`src/swm_pkg.sv`:
```
package swm_pkg;

   localparam int SampleWidth = 32;
   localparam int WsizeWidth  = 7;
   localparam logic [WsizeWidth-1:0] WsizeReset = 7'd3;

   // csr register indexes
   localparam logic RegWindowSize = 1'b0;

   // per-cell control; step, restart and the shift flags are shared by every cell of the row
   typedef struct packed {
      logic step;        // a word is taken in this cycle
      logic restart;     // the word opens a new sequence
      logic shift_up;    // realign towards the old end (window shrinks)
      logic shift_down;  // realign towards the new end (window grows)
      logic at_head;     // this cell is where a new word enters
      logic below_head;  // this cell lies before the entry point
   } swm_ctl_type;

endpackage

```
`src/swm_cell.sv`:
```
module swm_cell
   import swm_pkg::*;
(
   input  logic                          clock,
   input  logic                          reset,
   input  swm_ctl_type                   ctl,
   input  logic signed [SampleWidth-1:0] sample,
   input  logic signed [SampleWidth-1:0] lo_max,
   input  logic                          lo_live,
   input  logic signed [SampleWidth-1:0] hi_max,
   input  logic                          hi_live,
   output logic signed [SampleWidth-1:0] max_out,
   output logic                          live_out,
   output logic signed [SampleWidth-1:0] max_next
);

   // running maximum over the live words from the entry point up to this cell
   logic signed [SampleWidth-1:0] max_ff;
   logic signed [SampleWidth-1:0] max_in;
   logic                          live_ff;
   logic                          live_in;

   always_comb begin
      max_in  = max_ff;
      live_in = live_ff;
      if (ctl.step) begin
         if (ctl.below_head) begin
            live_in = 1'b0;
         end else if (ctl.at_head) begin
            max_in  = sample;
            live_in = 1'b1;
         end else begin
            // older words survive unless a restart cleared them
            if (lo_live && !ctl.restart && (lo_max > sample)) begin
               max_in = lo_max;
            end else begin
               max_in = sample;
            end
            live_in = 1'b1;
         end
      end else if (ctl.shift_up) begin
         max_in  = lo_max;
         live_in = lo_live;
      end else if (ctl.shift_down) begin
         max_in  = hi_max;
         live_in = hi_live;
      end
   end

   always_ff @(posedge clock) begin
      max_ff <= max_in;
      if (reset) begin
         live_ff <= 1'b0;
      end else begin
         live_ff <= live_in;
      end
   end

   assign max_out  = max_ff;
   assign live_out = live_ff;
   assign max_next = max_in;

endmodule

```
`config.mk`:
```
export PLATFORM = sky130hd
export DESIGN_NAME = swm_cell
export DESIGN_NICKNAME = d
export VERILOG_FILES = /design/src/swm_pkg.sv /design/src/swm_cell.sv
export SDC_FILE = /design/constraint.sdc
export NUM_CORES = 1
export LEC_CHECK = 0
export ABC_AREA = 1
export CAP_MARGIN = 25
export CORE_ASPECT_RATIO = 0.75
export CORE_MARGIN = 1.5
export CORE_UTILIZATION = 40
export DETAILED_ROUTE_END_ITERATION = 16
export DONT_BUFFER_PORTS = 1
export PLACE_DENSITY = 0.61
export SYNTH_ARGS = -nofsm -noshare
export SYNTH_HDL_FRONTEND = slang
export SYNTH_SLANG_ARGS = --single-unit
```
`constraint.sdc`:
```
create_clock -name clock -period 3.4 [get_ports clock]
set_clock_uncertainty 0.2 [all_clocks]
set_input_delay 0 -clock clock [delete_from_list [all_inputs] [get_ports clock]]
set_output_delay 0 -clock clock [all_outputs]
set_load 0.02 [all_outputs]
```
# ---- Word level (Yosys, flattened, before mapping)
# Index checks and enable logic that the tools add are counted.
dict set report totals {
  reg_bits 33
  input_bits 106
  output_inout_bits 65
  word_cells 17
}
dict set report classes {
  magnitude_cmp 1
  n_mux 10
  reduce_logical 4
}
# operator count
set ops {}
lappend ops {{two-way mux 32 bit} 6}
lappend ops {{greater-than comparator 32 bit} 1}
lappend ops {{two-way mux 1 bit} 4}
lappend ops {{nonzero test 3 bit} 1}
lappend ops {{logical AND 1 bit} 2}
lappend ops {{logical NOT 1 bit} 1}

# ---- Longest topological paths before layout
# Gate-level depths: netlist of the first run.
dict set report logic_depth {
  depth_word 7
  mapped_depth 20
  ltp_nobuf 19
}

# ---- Worst setup path after synthesis of the first run
# Ideal clock, no wire load.
dict set report synth_timing {
  path_type {input to register}
  start {input sample[31]}
  end {register max_ff[10], in the netlist max_out[10]}
  setup_time_ps 172
  t_arrival_ps 1542
  t_required_ps 3028
  path_slack_ps 1486
  cell_stages 14
  n_path_buf 1
  cell_sequence {inv_1 ha_1 a21oi_1 o21a_1 nand2_1 a21oi_2 nand2_1 nand2_2 nand3_4 buf_6 nand2_2 nand3_1 nand2_1 nand2_1}
}
dict set report synth_between {
  elab_chain_len 6
}
# item line
set synth_lines {}
lappend synth_lines {{start, declared} swm_cell.sv:7} ;# input logic signed [SampleWidth-1:0] sample,
lappend synth_lines {{greater-than comparator 32 bit} swm_cell.sv:34} ;# if (lo_live && !ctl.restart && (lo_max > sample)) begin
lappend synth_lines {{logical AND 1 bit} swm_cell.sv:34}
lappend synth_lines {{two-way mux 32 bit} swm_cell.sv:34}
lappend synth_lines {{two-way mux 32 bit} swm_cell.sv:29} ;# end else if (ctl.at_head) begin
lappend synth_lines {{two-way mux 32 bit} swm_cell.sv:27} ;# if (ctl.below_head) begin
lappend synth_lines {{two-way mux 32 bit} swm_cell.sv:26} ;# if (ctl.step) begin
lappend synth_lines {{net max_next[10]} swm_cell.sv:14} ;# output logic signed [SampleWidth-1:0] max_next
lappend synth_lines {{end signal, assigned} swm_cell.sv:51} ;# max_ff <= max_in;
lappend synth_lines {{end, declared} swm_cell.sv:18} ;# logic signed [SampleWidth-1:0] max_ff;
# The timed path passes the listed nets, and every way through them passes these cells.
# A chain may end at the register's enable or synchronous reset.

# ---- Worst setup path in the final report of the first run
dict set report layout_timing {
  start {input sample[31]}
  end {register max_ff[27], in the netlist max_out[27]}
}
# The elaborated chain is that of the path after synthesis.

==> reports/metrics.csv, run 1 <==
stage,metric,value,unit
layout,seqCellArea,661,um^2
clock_tree,path_clk_slew,0.05,ns
layout,drive_gt1_share,9.91,%
synthesis,syn_nets,716,
clock_tree,clk_path_buf_depth,2,
pwr,vdd_ir_drop_max,0.239,mV
placement,place_area,3570,um^2
floorplan,die_x,110,um
clock_tree,cts_buffers,5,
pwr,clockPowerShare,28.5,%
pwr,power.net_switching,618,uW
clock_tree,cts_sinks,33,
synthesis,synth-edff-count,0,
layout,area_growth,37.6,%
critical_path,end_kind,flip-flop,
clock_tree,cts_setup_buffers,0,
synthesis,ys_seq_area_share,19.1,%
synthesis,yosys.area_share.simple,48.7,%
synthesis,synth_top_family_by_area,simple AND/OR/NAND/NOR gates,
critical_path,slowest_stage,dlygate4sd3_1,
timing,slew_headroom,32.8,%
synthesis,synthFlopType,dfxtp_1,
placement,hpwl,7600,um
timing,hold_ws,0.0973,ns
layout,multi_input_comb_area,2480,um^2
timing,rsz0062_at_grt,false,
route,ant_nets,0,
run_status,outcome,"finished, final reports clean",
synthesis,synth_xor_area_share,0,%
critical_path,worstSetupPathType,input port to flip-flop,
synthesis,synth_fa_ha_area_share,11.6,%
route,wl_per_cell,16.6,um
synthesis,synth.ff_latch_count,33,
critical_path,required,3.36,ns
route,drt-total-wl,12900,um
timing,drv_slew,0,
synthesis,synth_top_area_share,19.1,%
timing,period_share,89.8,%
timing,period_needed,3.05,ns
synthesis,postSynth.asyncResetShare,0,%
timing,tightest_slew,1.01,ns
synthesis,synth-compound-area-share,10.8,%
synthesis,netlist_area,3460,um^2
clock_tree,cts.repair.resized,0,
synthesis,avgSynthCellArea,5.99,um^2
grt,grt_max_degree,65,
pwr,cell_internal_pwr,1000,uW
pwr,pwr-share-seq,33.1,%
floorplan,initial_core_util,41.1,%
synthesis,synthDistinctLibCells,24,
grt,antenna_found_initial,0,
layout,nFillCells,797,
synthesis,synthCells,578,
min_path,worstHoldPathType,input port to output pin,
flow_run,drv_cap,0,
clock_tree,root_buffer,clkbuf_16,
timing,setup_viol,0,
critical_path,worstPathMaxFanout,32,
synthesis,synthTopCellsByArea,"dfxtp_1, nand2_1, ha_1",
clock_tree,cts_tree,done,
floorplan,pin_count,171,
layout,fin_area,4770,um^2
layout,diodes,0,
route,drt_iter0_drc,373,
layout,layout.nets,804,
timing,hold_violations,0,
critical_path,max_stage_delay,0.61,ns
synthesis,synth_mux_area_share,0,%
floorplan,rows,29,
route,dr.pass1.iters,5,
route,drc_errors,0,
critical_path,worstPathCellList,inv_1 > ha_1 > nand2_1 > nor2_2 > nand2_1 > nor2_2 > a21oi_4 > nand3_4 > nand2_2 > nand3_1 > nand2_1 > nand2_1 > dlygate4sd3_1,
critical_path,cpLargestDelayFamily,simple AND/OR/NAND/NOR gates,
critical_path,crit_buf_inv,2,
critical_path,critPathMostFrequentCell,nand2_1,
timing,finalSetupTns,0,ns
pwr,p_leak,0.00225,uW
critical_path,arrival,3.01,ns
floorplan,coreArea,8420,um^2
grt,grt_pass1_vias,4060,
grt,grt_pass1_wl,20400,um
synthesis,yosys_warnings,0,
pwr,cellPowerDensity,340,nW/um^2
route,via_count,4291,
placement,gp_congestion,0.808,
route,routed_via_density,5.54,
floorplan,fp.dieH,83.6,um
critical_path,cp-start-kind,input port,
clock_tree,clk_latency,0.27,ns
floorplan,dieArea,9230,um^2
timing,max_freq,328,MHz
placement,io_buffer_count,0,
synthesis,yosysTopAreaCell,dfxtp_1,
grt,grt_use_total,26.7,%
pwr,power_frac_comb,38.3,%
pwr,switching_share,38.1,%
grt,grt_overflow,0,
clock_tree,htree_levels,2,
## worst paths after layout
path	from	to	slack (ns)	cells after the start
worst max-delay path	sample[31]	max_out[27]$_DFF_P_	0.35	13
worst min-delay path	sample[20]	max_next[20]	0.1	4
worst max register to register	max_out[8]$_DFF_P_	max_out[8]$_DFF_P_	0.96	6
worst min register to register	max_out[12]$_DFF_P_	max_out[12]$_DFF_P_	1.07	5
## cell type report
cell class                      instances  share of cell area [%]
Timing Repair Buffer                  117                    24.8
Sequential cell                        33                    13.9
Tap cell                              108                    2.84
Multi-Input combinational cell        464                    52.0
Clock buffer                            7                    2.99
Inverter                               45                    3.54
## layout by cell type, fill, tap and decap left out, types with 2 or more instances in the layout
master / Yosys / layout
nand2_1: 169 / 169
dlygate4sd3_1: 0 / 98
nor2_1: 72 / 72
nand3_1: 65 / 65
inv_1: 42 / 42
nand4_1: 34 / 34
dfxtp_1: 33 / 33
o211ai_1: 32 / 32
ha_1: 32 / 32
nand2_2: 31 / 31
buf_4: 0 / 15
a21oi_1: 14 / 14
clkbuf_16: 0 / 5
inv_2: 3 / 3
buf_12: 0 / 3
o21ai_0: 2 / 2
nor2_2: 2 / 2
o21a_1: 2 / 2
a21oi_2: 2 / 2
a211oi_1: 2 / 2
## synth_stat cells (2+ instances only)
cell	count
nand2_1	169
nor2_1	72
nand3_1	65
inv_1	42
nand4_1	34
dfxtp_1	33
ha_1	32
o211ai_1	32
nand2_2	31
clkbuf_1	21
a21oi_1	14
buf_2	9
buf_1	4
buf_6	3
inv_2	3
a211oi_1	2
a21oi_2	2
nor2_2	2
o21a_1	2
o21ai_0	2
## timing repair
item                                    4_1_cts  5_1_grt
endpoints found under the setup margin        0       19
hold buffers                                 98        0
endpoints found under the hold margin        33        0
## metrics by stage
| stage | power (uW) | utilization (%) | setup WS (ns) | std cells |
|---|---|---|---|---|
| floorplan | 896 | - | 1.49 | 578 |
| global placement | 977 | 42.1 | 0.412 | 664 |
| detailed placement | 995 | 42.4 | 0.323 | 665 |
| CTS | 1600 | 55.8 | 0.0748 | 770 |
| global route | 1710 | 56.6 | 0.153 | 774 |
| finish | 1620 | 56.6 | 0.347 | 774 |
## sequential cells by signal, summed over array words and instances, names as in the netlist
name and cells:
max_out 32, live_out 1
## layer usage
layer,up-vias,global-route usage [%],wire (um)
met3,13,6.61,1090
li1,2100,-,-
met1,1984,35.4,5700
met5,-,0,0
met4,0,4.90,120
met2,194,44.2,5970
## power groups by stage
stage	sequential (uW)	clock [uW]	combinational, uW
after detailed placement	544	0	451
after CTS	535	471	595
after floorplan	531	0	365
final	537	462	621
after global placement	541	0	436
after global routing	543	489	683
## cells by family (layout without fill, tap and decap cells)
kind of cell,Yosys count,in the layout
adders and majority gates,32,32
AOI/OAI and AO/OA,55,56
and+or+nand+nor,376,376
buffers and inverters,82,169
DFF,33,33
## worst register-to-register path, cell delays in order, from the launching register on
cell           delay [ns]
dfxtp_1              0.48
nand2_1              0.11
nand3_1              0.10
o211ai_1             0.10
dlygate4sd3_1        0.59
nand2_1              0.20
dlygate4sd3_1        0.60
No activity file was read; power rests on OpenSTA's default activity.
==> run 2: changes to the inputs <==
--- a/config.mk
+++ b/config.mk
@@ -12,6 +12,7 @@
 export CORE_UTILIZATION = 40
 export DETAILED_ROUTE_END_ITERATION = 16
 export DONT_BUFFER_PORTS = 1
+export HOLD_SLACK_MARGIN = 0.15
 export PLACE_DENSITY = 0.61
 export SYNTH_ARGS = -nofsm -noshare
 export SYNTH_HDL_FRONTEND = slang
==> reports/metrics.csv, run 2 (synthesis results as in run 1) <==
stage,metric,value,unit
critical_path,crit_start,sample[31],
grt,grt_max_degree,65,
clock_tree,cts_tree,done,
grt,grt_pass1_vias,4099,
run_status,outcome,"finished, final reports clean",
critical_path,critPathMostFrequentCell,nand2_1,
route,via_count,4359,
timing,finalSetupTns,0,ns
route,drt-total-wl,13300,um
pwr,cellPowerDensity,335,nW/um^2
layout,drive_gt1_share,9.85,%
grt,grt_busiest_layer,met2,
pwr,cell_internal_pwr,983,uW
layout,layout.nets,808,
grt,grtUsageMet1,35.6,%
grt,grt_pass1_wl,20700,um
critical_path,crit_buf_inv,3,
critical_path,worstPathCellList,inv_1 > ha_1 > nand2_1 > nor2_2 > nand2_1 > nor2_2 > a21oi_4 > nand3_4 > nand2_2 > nand3_1 > nand2_1 > dlygate4sd3_1 > nand2_1 > buf_4,
critical_path,end_kind,output pin,
route,ant_nets,0,
floorplan,pin_count,171,
route,drt_iter0_drc,331,
grt,antenna_found_initial,0,
timing,max_freq,308,MHz
route,wl_per_cell,17.1,um
floorplan,initial_core_util,41.1,%
timing,rsz0062_at_grt,false,
grt,grtUsageMet2,43.5,%
timing,period_share,95.4,%
min_path,hp-start,sample[15],
clock_tree,clk_latency,0.27,ns
placement,io_buffer_count,0,
pwr,p_leak,0.00226,uW
layout,largest_register_ffs,32,
route,drc_errors,0,
floorplan,fp.dieH,83.6,um
pwr,power_frac_comb,37.5,%
critical_path,cpLargestDelayFamily,simple AND/OR/NAND/NOR gates,
critical_path,slowest_stage,nand3_4,
pwr,power.net_switching,626,uW
route,routed_via_density,5.60,
critical_path,r2r_start,max_out[9]$_DFF_P_,
timing,period_needed,3.24,ns
timing,hold_ws,0.159,ns
pwr,clockPowerShare,29.2,%
layout,diodes,0,
layout,layout_common_cells,"nand2_1, dlygate4sd3_1, nor2_1",
critical_path,worstPathMaxFanout,32,
pwr,vdd_ir_drop_max,0.233,mV
placement,hpwl,7600,um
floorplan,coreArea,8420,um^2
critical_path,max_stage_delay,0.58,ns
timing,drv_slew,0,
layout,layout_commonest_cell,nand2_1,
pwr,pwr-share-seq,33.4,%
clock_tree,cts_buffers,5,
min_path,worstHoldPathType,input port to output pin,
floorplan,rows,29,
flow_run,drv_cap,0,
timing,tightest_slew,0.992,ns
grt,grt_use_met3,7.12,%
timing,setup_viol,0,
layout,area_growth,38.8,%
grt,grt_use_total,26.9,%
critical_path,required,3.20,ns
critical_path,worstSetupPathType,input port to output pin,
layout,fin_util,57.1,%
timing,hold_violations,0,
timing,slew_headroom,33.9,%
grt,grt_overflow,0,
clock_tree,root_buffer,clkbuf_16,
clock_tree,clk_path_buf_depth,2,
clock_tree,htree_levels,2,
critical_path,arrival,3.04,ns
placement,gp_congestion,0.808,
route,dr.pass1.iters,5,
critical_path,cp-start-kind,input port,
pwr,switching_share,38.9,%
floorplan,die_x,110,um
floorplan,dieArea,9230,um^2
clock_tree,cts_sinks,33,
-- run 2: cell types whose count changed in the layout (fill, tap and decap cells not counted) --
cell / before / now
dlygate4sd3_1: 98 / 102
-- run 2: path summary, 6_finish.rpt --
path                               to  slack, ns  cells past startpoint
setup reg to reg   max_out[9]$_DFF_P_       1.01                      6
hold / removal           max_next[15]       0.16                      5
hold reg to reg   max_out[12]$_DFF_P_       0.51                      4
setup / recovery         max_next[16]       0.16                     14
-- run 2: final cells by class --
class / instances / area, um^2
fillers: 785 / 3610
multi-input cells: 464 / 2480
repair buffers: 121 / 1220
flip-flops and latches: 33 / 661
inverters: 45 / 169
clock buffers: 7 / 143
well taps: 108 / 135
-- run 2: worst reg2reg max path, stage by stage, from the launching register on --
cell	delay [ns]
dfxtp_1	0.46
nand2_1	0.10
nand3_1	0.08
o211ai_1	0.10
dlygate4sd3_1	0.59
nand2_1	0.06
dlygate4sd3_1	0.69
-- run 2: per-layer routing --
metal | part of all wire, % | up-vias | routed length (um)
li1 | - | 2106 | -
met1 | 45 | 2014 | 5920
met2 | 46 | 214 | 6050
met3 | 8.2 | 25 | 1090
met4 | 1.6 | 0 | 212
met5 | 0 | - | 0
-- run 2: what timing repair did --
item | in CTS | in global routing
setup endpoints to repair | 0 | 4
resized for setup | 0 | 0
endpoints found under the hold margin | 65 | 12
buffers inserted | 0 | 0
hold buffers | 98 | 4
-- run 2: through the flow --
step	setup WS (ns)	power, uW	cells	cell area, um^2
final	0.158	1610	778	4810
after global routing	0.0264	1700	778	4810
after CTS	0.00394	1580	770	4700
after detailed placement	0.323	995	665	3570
after global placement	0.412	977	664	3550
after floorplan	1.49	896	578	3460
-- run 2: power groups by stage --
stage	Combinational [uW]	Sequential, uW	Clock [uW]
floorplan	365	531	0
global placement	436	541	0
detailed placement	451	544	0
CTS	572	535	471
global route	664	543	491
finish	603	537	469
==> run 3: changes to the inputs <==
==> constraint.sdc (replaced) <==
create_clock -name clock -period 3.4 [get_ports clock]
set_clock_uncertainty 0.2 [all_clocks]
set_input_delay 0.17 -clock clock [delete_from_list [all_inputs] [get_ports clock]]
set_output_delay 0.17 -clock clock [all_outputs]
set_load 0.02 [all_outputs]
==> reports/metrics.csv, run 3 (synthesis results as in run 1) <==
stage,metric,value,unit
floorplan,dieArea,9230,um^2
floorplan,pin_count,171,
layout,multi_input_comb_area,2480,um^2
grt,grt_pass1_wl,20300,um
route,routed_via_density,5.55,
clock_tree,cts_sinks,33,
route,ant_nets,0,
clock_tree,cts.repair.resized,0,
critical_path,r2r_cells,6,
critical_path,end_kind,flip-flop,
placement,gp_congestion,0.841,
clock_tree,htree_levels,2,
layout,drive_gt1_share,8.02,%
grt,grtUsageMet1,34.1,%
critical_path,cpLargestDelayFamily,simple AND/OR/NAND/NOR gates,
timing,setup_viol,0,
timing,max_freq,322,MHz
placement,io_buffer_count,0,
grt,grt_busiest_layer,met2,
pwr,switching_share,39.7,%
route,dr.pass1.iters,5,
grt,antenna_found_initial,0,
route,drt-total-wl,12600,um
route,drc_errors,0,
clock_tree,cts_buffers,5,
timing,period_needed,3.11,ns
clock_tree,root_buffer,clkbuf_16,
critical_path,worstPathCellList,inv_1 > ha_1 > nand2_1 > nor2_2 > nand2_1 > nor2_2 > a21oi_4 > nand3_4 > nand2_2 > nand3_1 > nand2_1 > nand2_1 > dlygate4sd3_1,
timing,drv_slew,0,
layout,largest_register_ffs,32,
floorplan,initial_core_util,41.1,%
floorplan,fp.dieH,83.6,um
layout,area_growth,32.3,%
pwr,p_leak,0.00215,uW
critical_path,crit_buf_inv,2,
critical_path,arrival,3.07,ns
critical_path,worstSetupEndpoint,max_out[28]$_DFF_P_,
flow_run,drv_cap,0,
timing,hold_violations,0,
timing,hold_ws,0.149,ns
critical_path,reg2reg_slack,1.00,ns
floorplan,coreArea,8420,um^2
critical_path,required,3.37,ns
pwr,power_frac_comb,35.5,%
pwr,cell_internal_pwr,931,uW
pwr,power.net_switching,614,uW
layout,layout_common_cells,"nand2_1, dlygate4sd3_1, nor2_1",
min_path,worstHoldPathType,input port to flip-flop,
critical_path,worstSetupPathType,input port to flip-flop,
layout,layout_commonest_cell,nand2_1,
grt,grt_pass1_vias,4014,
floorplan,die_x,110,um
critical_path,r2r_start,max_out[24]$_DFF_P_,
run_status,outcome,"finished, final reports clean",
route,drt_iter0_drc,281,
critical_path,cp-start-kind,input port,
critical_path,critPathMostFrequentCell,nand2_1,
pwr,vdd_ir_drop_max,0.245,mV
timing,finalSetupTns,0,ns
pwr,cellPowerDensity,337,nW/um^2
layout,diodes,0,
critical_path,r2r_end,max_out[24]$_DFF_P_,
critical_path,crit_start,sample[31],
layout,nFillCells,815,
grt,grt_max_degree,65,
timing,period_share,91.4,%
critical_path,slowest_stage,dlygate4sd3_1,
route,wl_per_cell,16.6,um
clock_tree,clk_path_buf_depth,2,
placement,hpwl,7610,um
timing,tightest_slew,0.959,ns
pwr,clockPowerShare,29.8,%
route,via_count,4197,
critical_path,max_stage_delay,0.61,ns
layout,seqCellArea,661,um^2
clock_tree,path_clk_slew,0.06,ns
clock_tree,cts_tree,done,
critical_path,worstSetupPathDepth,13,
grt,grtUsageMet2,43.8,%
timing,slew_headroom,36.1,%
timing,rsz0062_at_grt,false,
grt,grt_use_total,26.3,%
grt,grt_use_met3,8.06,%
clock_tree,clk_latency,0.27,ns
critical_path,worstPathMaxFanout,32,
clock_tree,cts_setup_buffers,0,
grt,grt_overflow,0,
pwr,pwr-share-seq,34.7,%
floorplan,rows,29,
layout,layout.nets,785,
## run 3: cell count changes in the layout (fill, tap and decap cells not counted), sizes merged
| cell | change |
|---|---|
| dlygate4sd3 | -10 |
| clkbuf | +1 |
| buf | -13 |
## run 3: area by class of cell
| cell class | count | area share (%) |
|---|---|---|
| Clock buffer | 8 | 2.98 |
| Inverter | 45 | 3.69 |
| Multi-Input combinational cell | 464 | 54.1 |
| Sequential cell | 33 | 14.4 |
| Tap cell | 108 | 2.95 |
| Timing Repair Buffer | 98 | 21.9 |
## run 3: per-layer routing
metal / vias up / wire length, um
li1: 2060 / -
met1: 1933 / 5640
met2: 188 / 5750
met3: 16 / 1070
met4: 0 / 126
met5: - / 0
## run 3: through the flow
step	setup slack (ns)	power (uW)	instances	cell area (um^2)	utilization [%]
after floorplan	1.31	896	578	3460	-
after global placement	0.206	952	652	3460	41.1
after detailed placement	0.179	966	653	3480	41.3
after CTS	0.000191	1540	753	4530	53.8
after global routing	0.0793	1630	756	4580	54.4
final	0.294	1550	756	4580	54.4
## run 3: worst min-delay path, cell delays in order
cell and delay (ns):
nand4_1 0.07, nand3_1 0.08, nand2_1 0.05, nand2_1 0.18
## run 3: repair_timing
action / in CTS / in global routing
hold endpoints to repair: 33 / 0
hold buffers: 92 / 0
endpoints found under the setup margin: 0 / 9
## run 3: worst min path at each step
stage,startpoint,endpoint,slack (ns),depth (start not counted)
after detailed placement,reset,live_out$_SDFFE_PP0P_,0.06,1
final,lo_max[12],max_out[12]$_DFF_P_,0.15,4
after global placement,reset,live_out$_SDFFE_PP0P_,0.05,1
after global routing,hi_max[7],max_out[7]$_DFF_P_,0.17,4
after CTS,lo_max[27],max_out[27]$_DFF_P_,0.15,4
after floorplan,reset,live_out$_SDFFE_PP0P_,0.05,1
## run 3: power groups by stage
stage	clock (uW)	sequential (uW)	combinational (uW)
floorplan	0	531	365
global placement	0	542	410
detailed placement	0	543	423
CTS	470	534	533
global route	482	541	611
finish	461	536	549
